## src/design/prt_pkg.sv

```systemverilog
// Shared types and constants for the process region table.
// Used by prt_ctrl, prt_dp and process_region_table_core; depends on nothing.
package prt_pkg;

  // Table geometry.
  localparam int MAX_OWNERS  = 64;
  localparam int MAX_REGIONS = 128;
  localparam int OWN_IW      = $clog2(MAX_OWNERS);
  localparam int OCNT_W      = $clog2(MAX_OWNERS + 1);
  localparam int REG_IW      = $clog2(MAX_REGIONS);
  localparam int RCNT_W      = $clog2(MAX_REGIONS + 1);
  localparam int ADDR_W      = 32;

  // Memory words: an owner entry is {id, count, row}, a region entry is
  // {base, size, creator}.
  localparam int OWN_DW = 32 + RCNT_W + OWN_IW;
  localparam int REG_DW = 3 * 32;
  localparam int REG_AW = OWN_IW + REG_IW;

  // Page arithmetic for the stack range check.
  localparam logic [ADDR_W-1:0] PAGE_MASK = 32'hFFFF_F000;
  localparam logic [ADDR_W-1:0] PAGE_SIZE = 32'h0000_1000;

  typedef enum logic [1:0] {
    OP_INSERT       = 2'd0,
    OP_QUERY        = 2'd1,
    OP_REMOVE_OWNER = 2'd2,
    OP_REMOVE_STACK = 2'd3
  } op_t;

  typedef enum logic [3:0] {
    ST_IDLE,
    ST_FO_RD,
    ST_FO_CMP,
    ST_NEW_WR,
    ST_APPEND,
    ST_RS_RD,
    ST_RS_CMP,
    ST_SH_RD,
    ST_SH_WR,
    ST_OSH_RD,
    ST_OSH_WR,
    ST_RESULT
  } state_t;

  typedef enum logic [1:0] {
    ORD_NONE,
    ORD_OI,
    ORD_OI1
  } own_rd_t;

  typedef enum logic [2:0] {
    OWR_NONE,
    OWR_NEW,
    OWR_CNT_INC,
    OWR_CNT_DEC,
    OWR_SHIFT,
    OWR_PARK
  } own_wr_t;

  typedef enum logic [1:0] {
    RRD_NONE,
    RRD_RI,
    RRD_RI1
  } reg_rd_t;

  typedef enum logic [1:0] {
    RWR_NONE,
    RWR_NEW,
    RWR_APPEND,
    RWR_SHIFT
  } reg_wr_t;

  // Commands from the controller to the datapath.
  typedef struct packed {
    logic    capture;
    logic    oi_clr;
    logic    oi_inc;
    logic    ri_clr;
    logic    ri_inc;
    own_rd_t own_rd;
    own_wr_t own_wr;
    reg_rd_t reg_rd;
    reg_wr_t reg_wr;
    logic    latch_owner;
    logic    owner_inc;
    logic    owner_dec;
    logic    res_load;
    logic    res_val;
  } cmd_t;

  // Status from the datapath to the controller.
  typedef struct packed {
    op_t  op;
    logic oi_end;
    logic oi1_end;
    logic table_full;
    logic own_match;
    logic list_full;
    logic ri_end;
    logic ri1_end;
    logic reg_match;
    logic out_free;
  } status_t;

endpackage

```

## src/design/prt_ctrl.sv

```systemverilog
// Sequencer of the process region table: owner search, region scan and compaction.
// Depends on prt_pkg; drives the command struct into prt_dp.
module prt_ctrl (
  input  logic             clk,
  input  logic             rst,
  input  logic             in_valid,
  output logic             in_stall,
  input  prt_pkg::status_t st,
  output prt_pkg::cmd_t    cmd
);

  prt_pkg::state_t state, state_next;
  logic ok_q, ok_next;

  // State and pending result bit.
  always_ff @(posedge clk) begin
    if (rst) begin
      state <= prt_pkg::ST_IDLE;
      ok_q  <= 1'b0;
    end else begin
      state <= state_next;
      ok_q  <= ok_next;
    end
  end

  // Next state and commands.
  always_comb begin
    state_next = state;
    ok_next    = ok_q;
    in_stall   = 1'b1;
    cmd        = '0;
    cmd.own_rd = prt_pkg::ORD_NONE;
    cmd.own_wr = prt_pkg::OWR_NONE;
    cmd.reg_rd = prt_pkg::RRD_NONE;
    cmd.reg_wr = prt_pkg::RWR_NONE;
    unique case (state)
      prt_pkg::ST_IDLE: begin
        in_stall = 1'b0;
        if (in_valid) begin
          cmd.capture = 1'b1;
          cmd.oi_clr  = 1'b1;
          state_next  = prt_pkg::ST_FO_RD;
        end
      end
      prt_pkg::ST_FO_RD: begin
        if (st.oi_end) begin
          if (st.op == prt_pkg::OP_INSERT && !st.table_full) begin
            cmd.own_rd = prt_pkg::ORD_OI;
            state_next = prt_pkg::ST_NEW_WR;
          end else begin
            ok_next    = 1'b0;
            state_next = prt_pkg::ST_RESULT;
          end
        end else begin
          cmd.own_rd = prt_pkg::ORD_OI;
          state_next = prt_pkg::ST_FO_CMP;
        end
      end
      prt_pkg::ST_FO_CMP: begin
        if (st.own_match) begin
          cmd.latch_owner = 1'b1;
          unique case (st.op)
            prt_pkg::OP_INSERT:       state_next = prt_pkg::ST_APPEND;
            prt_pkg::OP_REMOVE_OWNER: state_next = prt_pkg::ST_OSH_RD;
            default: begin
              cmd.ri_clr = 1'b1;
              state_next = prt_pkg::ST_RS_RD;
            end
          endcase
        end else begin
          cmd.oi_inc = 1'b1;
          state_next = prt_pkg::ST_FO_RD;
        end
      end
      prt_pkg::ST_NEW_WR: begin
        cmd.own_wr    = prt_pkg::OWR_NEW;
        cmd.reg_wr    = prt_pkg::RWR_NEW;
        cmd.owner_inc = 1'b1;
        ok_next       = 1'b1;
        state_next    = prt_pkg::ST_RESULT;
      end
      prt_pkg::ST_APPEND: begin
        if (st.list_full) begin
          ok_next = 1'b0;
        end else begin
          cmd.own_wr = prt_pkg::OWR_CNT_INC;
          cmd.reg_wr = prt_pkg::RWR_APPEND;
          ok_next    = 1'b1;
        end
        state_next = prt_pkg::ST_RESULT;
      end
      prt_pkg::ST_RS_RD: begin
        if (st.ri_end) begin
          ok_next    = 1'b0;
          state_next = prt_pkg::ST_RESULT;
        end else begin
          cmd.reg_rd = prt_pkg::RRD_RI;
          state_next = prt_pkg::ST_RS_CMP;
        end
      end
      prt_pkg::ST_RS_CMP: begin
        if (st.reg_match) begin
          if (st.op == prt_pkg::OP_QUERY) begin
            ok_next    = 1'b1;
            state_next = prt_pkg::ST_RESULT;
          end else begin
            state_next = prt_pkg::ST_SH_RD;
          end
        end else begin
          cmd.ri_inc = 1'b1;
          state_next = prt_pkg::ST_RS_RD;
        end
      end
      prt_pkg::ST_SH_RD: begin
        if (st.ri1_end) begin
          cmd.own_wr = prt_pkg::OWR_CNT_DEC;
          ok_next    = 1'b1;
          state_next = prt_pkg::ST_RESULT;
        end else begin
          cmd.reg_rd = prt_pkg::RRD_RI1;
          state_next = prt_pkg::ST_SH_WR;
        end
      end
      prt_pkg::ST_SH_WR: begin
        cmd.reg_wr = prt_pkg::RWR_SHIFT;
        cmd.ri_inc = 1'b1;
        state_next = prt_pkg::ST_SH_RD;
      end
      prt_pkg::ST_OSH_RD: begin
        if (st.oi1_end) begin
          cmd.own_wr    = prt_pkg::OWR_PARK;
          cmd.owner_dec = 1'b1;
          ok_next       = 1'b1;
          state_next    = prt_pkg::ST_RESULT;
        end else begin
          cmd.own_rd = prt_pkg::ORD_OI1;
          state_next = prt_pkg::ST_OSH_WR;
        end
      end
      prt_pkg::ST_OSH_WR: begin
        cmd.own_wr = prt_pkg::OWR_SHIFT;
        cmd.oi_inc = 1'b1;
        state_next = prt_pkg::ST_OSH_RD;
      end
      prt_pkg::ST_RESULT: begin
        cmd.res_load = 1'b1;
        cmd.res_val  = ok_q;
        if (st.out_free) begin
          state_next = prt_pkg::ST_IDLE;
        end
      end
      default: state_next = prt_pkg::ST_IDLE;
    endcase
  end

endmodule

```

## config.mk

```make
export PLATFORM = sky130hd
export DESIGN_NAME = prt_ctrl
export DESIGN_NICKNAME = d
export VERILOG_FILES = /design/src/design/prt_pkg.sv /design/src/design/prt_ctrl.sv
export SDC_FILE = /design/constraint.sdc
export NUM_CORES = 1
export LEC_CHECK = 0
export ABC_CLOCK_PERIOD_IN_PS = 1950
export BUFFER_PORTS_ARGS = -buffer_cell sky130_fd_sc_hd__buf_2
export CORE_MARGIN = 2
export CORE_UTILIZATION = 46
export DETAILED_ROUTE_END_ITERATION = 8
export PLACE_DENSITY_LB_ADDON = 0.05
export SYNTH_ARGS = -nofsm -noshare
export SYNTH_HDL_FRONTEND = slang
export SYNTH_SLANG_ARGS = --single-unit
```

## constraint.sdc

```tcl
create_clock -name clk -period 1.95 [get_ports clk]
set_input_delay 0.195 -clock clk [delete_from_list [all_inputs] [get_ports clk]]
set_output_delay 0.195 -clock clk [all_outputs]
set_load 0.005 [all_outputs]
```

# Word-level counts from Yosys, hierarchy flattened
# Cells that the tools add are included.
# totals
reg_bits	5
out_inout_bits	20
elab_cells	83
# classes
n_eq_ne	22
n_mux	50
n_reduce_logical	9
# ops
cell	count
$pmux W4 S11	1
$mux W4	8
$mux W1	22
$mux W2	10
$ne A2 B2 Y1 const B	9
$eq A4 B3 Y1 const B	4
$eq A4 B4 Y1 const B	4
$pmux W3 S5	1
$eq A4 B2 Y1 const B	2
$pmux W2 S2	2
$pmux W4 S2	1
$reduce_and A8 Y1	1
$pmux W1 S7	1
$reduce_bool A7 Y1	1
$pmux W2 S3	1
$eq A4 B1 Y1 const B	1
$logic_not A4 Y1	1
$pmux W1 S2	2
$reduce_or A2 Y1	2
$mux W3	1
$eq A2 B1 Y1 const B	1
$eq A2 B2 Y1 const B	1
$logic_not A2 Y1	1
$reduce_and A2 Y1	1
other kinds (2)	2

# Logic depth before layout (Yosys ltp)
# logic_depth
word_depth	5
mapped_depth	6
depth_no_buf	4

# Worst setup path after synthesis
# Ideal clock, no wire load.
# synth_path
kind	register -> register
from	register state[2]
to	register ok_q
t_arrival_ps	1280
slack_ps	547
stages_incl_launch_ff	5
path_cell_list	dfxtp_1 -> buf_6 -> or4_1 -> nand4_1 -> mux2_1
# synth_via
elab_chain_cells	3
elab_cells_between_ends	17
cone_classes	eq/ne (14); mux (1); reduce/logical (2)
# synth_rtl
item	line	source
start, declared	prt_ctrl.sv:12	prt_pkg::state_t state, state_next;
start signal, assigned	prt_ctrl.sv:18	state <= prt_pkg::ST_IDLE;
start signal, assigned	prt_ctrl.sv:21	state <= state_next;
$eq A4 B4 Y1, or another cell as far along	prt_ctrl.sv:36	unique case (state)
$reduce_bool A7 Y1 (no line) or $ne A2 B2 Y1 (tied branches)	n/a	
$reduce_and A8 Y1 (no line)	n/a	
end signal, assigned	prt_ctrl.sv:22	ok_q <= ok_next;
end, declared	prt_ctrl.sv:13	logic ok_q, ok_next;
# Parallel ways exist; a longest one is shown, timed or not.
# A chain may end at the register's enable or synchronous reset.

==> impl_metrics.env <==
export IMPL_ys_ff_latch=5
export IMPL_p_comb_share_pct=67.9
export IMPL_post_route_cell_area_um2=945
export IMPL_grt_start_max_net_pins=19
export IMPL_power_leakage_uw=0.000478
export IMPL_die_h_um=44.5
export IMPL_finalSetupTns_ps=0
export IMPL_initial_core_util_pct=49.5
export IMPL_critical_path_reg2reg_endpoint="state[3]"
export IMPL_io_buffers=33
export IMPL_final_cell_mix="buf_2 (33), nor2_1 (13), nand2_1 (10), a21oi_1 (7)"
export IMPL_hold_path_startpoint="rst"
export IMPL_final_hold_viol_count=0
export IMPL_track_usage_pct=24.9
export IMPL_register_clock_pin_slew_on_the_reported_worst_setup_and_hold_paths_ps=50
export IMPL_leading_cell_type_in_the_layout_fill_and_taps_excluded="buf_2"
export IMPL_first_pass_iters=4
export IMPL_r2r_start="state[1]"
export IMPL_cts_buffers_inserted=3
export IMPL_post_route_min_period_ps=1830
export IMPL_placed_cell_area_um2=916
export IMPL_syn_inst=111
export IMPL_cp_end_kind="output pin"
export IMPL_design_portCount=34
export IMPL_powerDensity_nw_per_um2=1290
export IMPL_cts_setup_buffers=0
export IMPL_drtAntennaViolNets=0
export IMPL_insertion_delay_ps=260
export IMPL_final_cell_count_no_fill=161
export IMPL_post_place_cells=157
export IMPL_vias_after_detailed_routing=938
export IMPL_cap_violations=0
export IMPL_reg2reg_depth=4
export IMPL_antenna_diode_count=0
export IMPL_crit_path_end="cmd[15]"
export IMPL_setup_ws_ps=118
export IMPL_proportion_of_power_drawn_by_the_clock_network_pct=10.4
export IMPL_die_area_um2=1980
export IMPL_flow_area_growth_from_synthesis_pct=25.2
export IMPL_yosysWarnings=0
export IMPL_vdd_ir_drop_worst_mv=0.902
export IMPL_category_of_the_critical_setup_timing_path="reg -> out"
export IMPL_drtIter0Drc=25
export IMPL_p_int_uw=625
export IMPL_critPathRequiredTime_ps=1750
export IMPL_holdPathStages=2
export IMPL_synthesis_area_um2=754
export IMPL_yosysSeqAreaShare_pct=13.3
export IMPL_switching_share_pct=48.8
export IMPL_final_max_slew_viol_count=0
export IMPL_placeableCoreArea_um2=1520
export IMPL_net_switching_power_uw=596
export IMPL_arrival_ps=1640
export IMPL_drcViolationCount=0
export IMPL_mappedNetlistNets=125
export IMPL_grt_setup_unrepaired="false"
export IMPL_drive_above_1_share_pct=34.5
export IMPL_power_share_sequential_pct=21.8
export IMPL_post_dp_hpwl_um=1640
export IMPL_worstMarginPinSlew_ps=453
export IMPL_grt_pass1_wl_um=3630
export IMPL_gp_routability_congestion=0.925
export IMPL_run_status="completed"
export IMPL_synth_area_per_cell_um2=6.80
export IMPL_routed_wire_length_per_instance_um=13.3
export IMPL_floorplan_die_width_um=44.5
export IMPL_clk_path_buf_depth=2
export IMPL_number_of_nets_in_the_layout=160
export IMPL_wl_um=2150
export IMPL_timing_max_slew_rel_slack_pct=69.7
export IMPL_routed_via_density=5.83
export IMPL_dpl_worst_slack_ps=249
export IMPL_crit_path_max_fanout=14
export IMPL_rows=14
export IMPL_maxClockFrequency_mhz=546
export IMPL_clock_skew_final_ps=7.75
export IMPL_hold_crit_path_type="in -> reg"
export IMPL_timing_final_crit_share_pct=93.9
export IMPL_grt_overflow=0
export IMPL_finalSetupViolCount=0
export IMPL_synthDistinctLibCells=43
export IMPL_finalPower_uw=1220
export IMPL_cp_start_kind="flop"
export IMPL_clkSinkCount=5
export IMPL_rrSetupSlack_ps=350
export IMPL_grt_pass1_vias=835
export IMPL_antenna_found_initial=0
export IMPL_tritoncts="yes"
export IMPL_cts_htree_levels=1
export IMPL_clockRootBuffer="clkbuf_4"
export IMPL_crit_path_start="state[1]"
[state kept, by name, indices dropped and copies added (netlist names)]
register,count
ok_q,1
state,4
[power by group through the flow]
| stage | registers, uW | logic (uW) | clock network, uW |
|---|---|---|---|
| finish | 266 | 829 | 127 |
| floorplan | 172 | 676 | 0 |
| CTS | 257 | 828 | 131 |
| detailed placement | 260 | 825 | 0 |
| global route | 275 | 934 | 137 |
| global placement | 257 | 817 | 0 |
[critical path, stage by stage, from the launching register on]
cell and delay, ps:
dfxtp_1 590, nor2b_1 270, and3_1 250, and2_1 150
buf_2 110
[through the flow]
stage	hold WS (ps)	utilization [%]
after floorplan	268	-
after CTS	207	61.8
after global routing	210	62.0
after detailed placement	472	60.1
after global placement	468	60.1
final	201	62.0
[kinds of logic (layout without fill, tap and decap cells)]
kind of cell / after synthesis / in the layout / synth area share (%)
and+or+nand+nor: 60 / 60 / 45.1
AOI/OAI and AO/OA: 30 / 30 / 26.4
buffers and inverters: 13 / 47 / 11.1
DFF: 5 / 5 / 13.3
muxes: 3 / 3 / 4.15
[synth_stat cells, drive strengths merged]
library cell   n  area share, %
nand3b         1            1.0
nor4b          1            1.2
nor2          13            6.5
o21ai          7            4.6
nand2b         3            2.5
or2            2            1.7
a31oi          3            2.5
nand4b         1            1.2
nand4          1           0.83
a21oi          7            4.6
buf            7            8.1
a2bb2oi        1            1.2
or2b           1            1.0
or3b           1            1.2
and3           5            4.1
a32o           1            1.3
a21o           2            2.0
dfxtp          5             13
a211oi         1            1.0
a2111oi        1            1.3
a311oi         1            1.2
or4            1            1.0
and2           5            4.1
nor2b          6            5.0
nor3           3            2.0
o22a           1            1.2
o31a           2            2.3
mux2i          2            2.7
clkbuf         2            1.0
nor3b          2            2.0
o21a           1            1.0
mux2           1            1.5
nand2         10            5.0
nand4bb        1            1.5
and2b          3            3.5
inv            4            2.0
a221oi         1            1.2
o211ai         1            1.0
[routing by layer]
layer	global-route usage, %	wire length [um]	part of all wire, %
met3	8.57	162	7.5
met2	41.2	1050	49
met5	0	0	0
met4	8.48	12	0.56
met1	29.8	924	43
[how the worst min path moves through the flow]
stage / slack [ps] / endpoint
2_1_floorplan: 270 / state[3]
3_3_place_gp: 470 / state[1]
3_5_place_dp: 470 / state[0]
4_1_cts: 210 / state[1]
5_1_grt: 210 / state[3]
6_report: 200 / state[3]
[final cells by class]
class / instances / area [um2]
clock buffer: 4 / 26.3
tap: 16 / 20.0
inverter: 4 / 15.0
fill: 157 / 579
timing repair buffer: 39 / 210
multi-input combinational: 93 / 571
sequential: 5 / 103
[timing repair]
| item | in CTS | in global routing |
|---|---|---|
| setup endpoints to repair | 0 | 4 |
| gates resized for setup | 0 | 2 |
| hold buffers | 0 | 0 |
| endpoints found under the hold margin | 0 | 0 |
No activity file was read; power rests on OpenSTA's default activity.
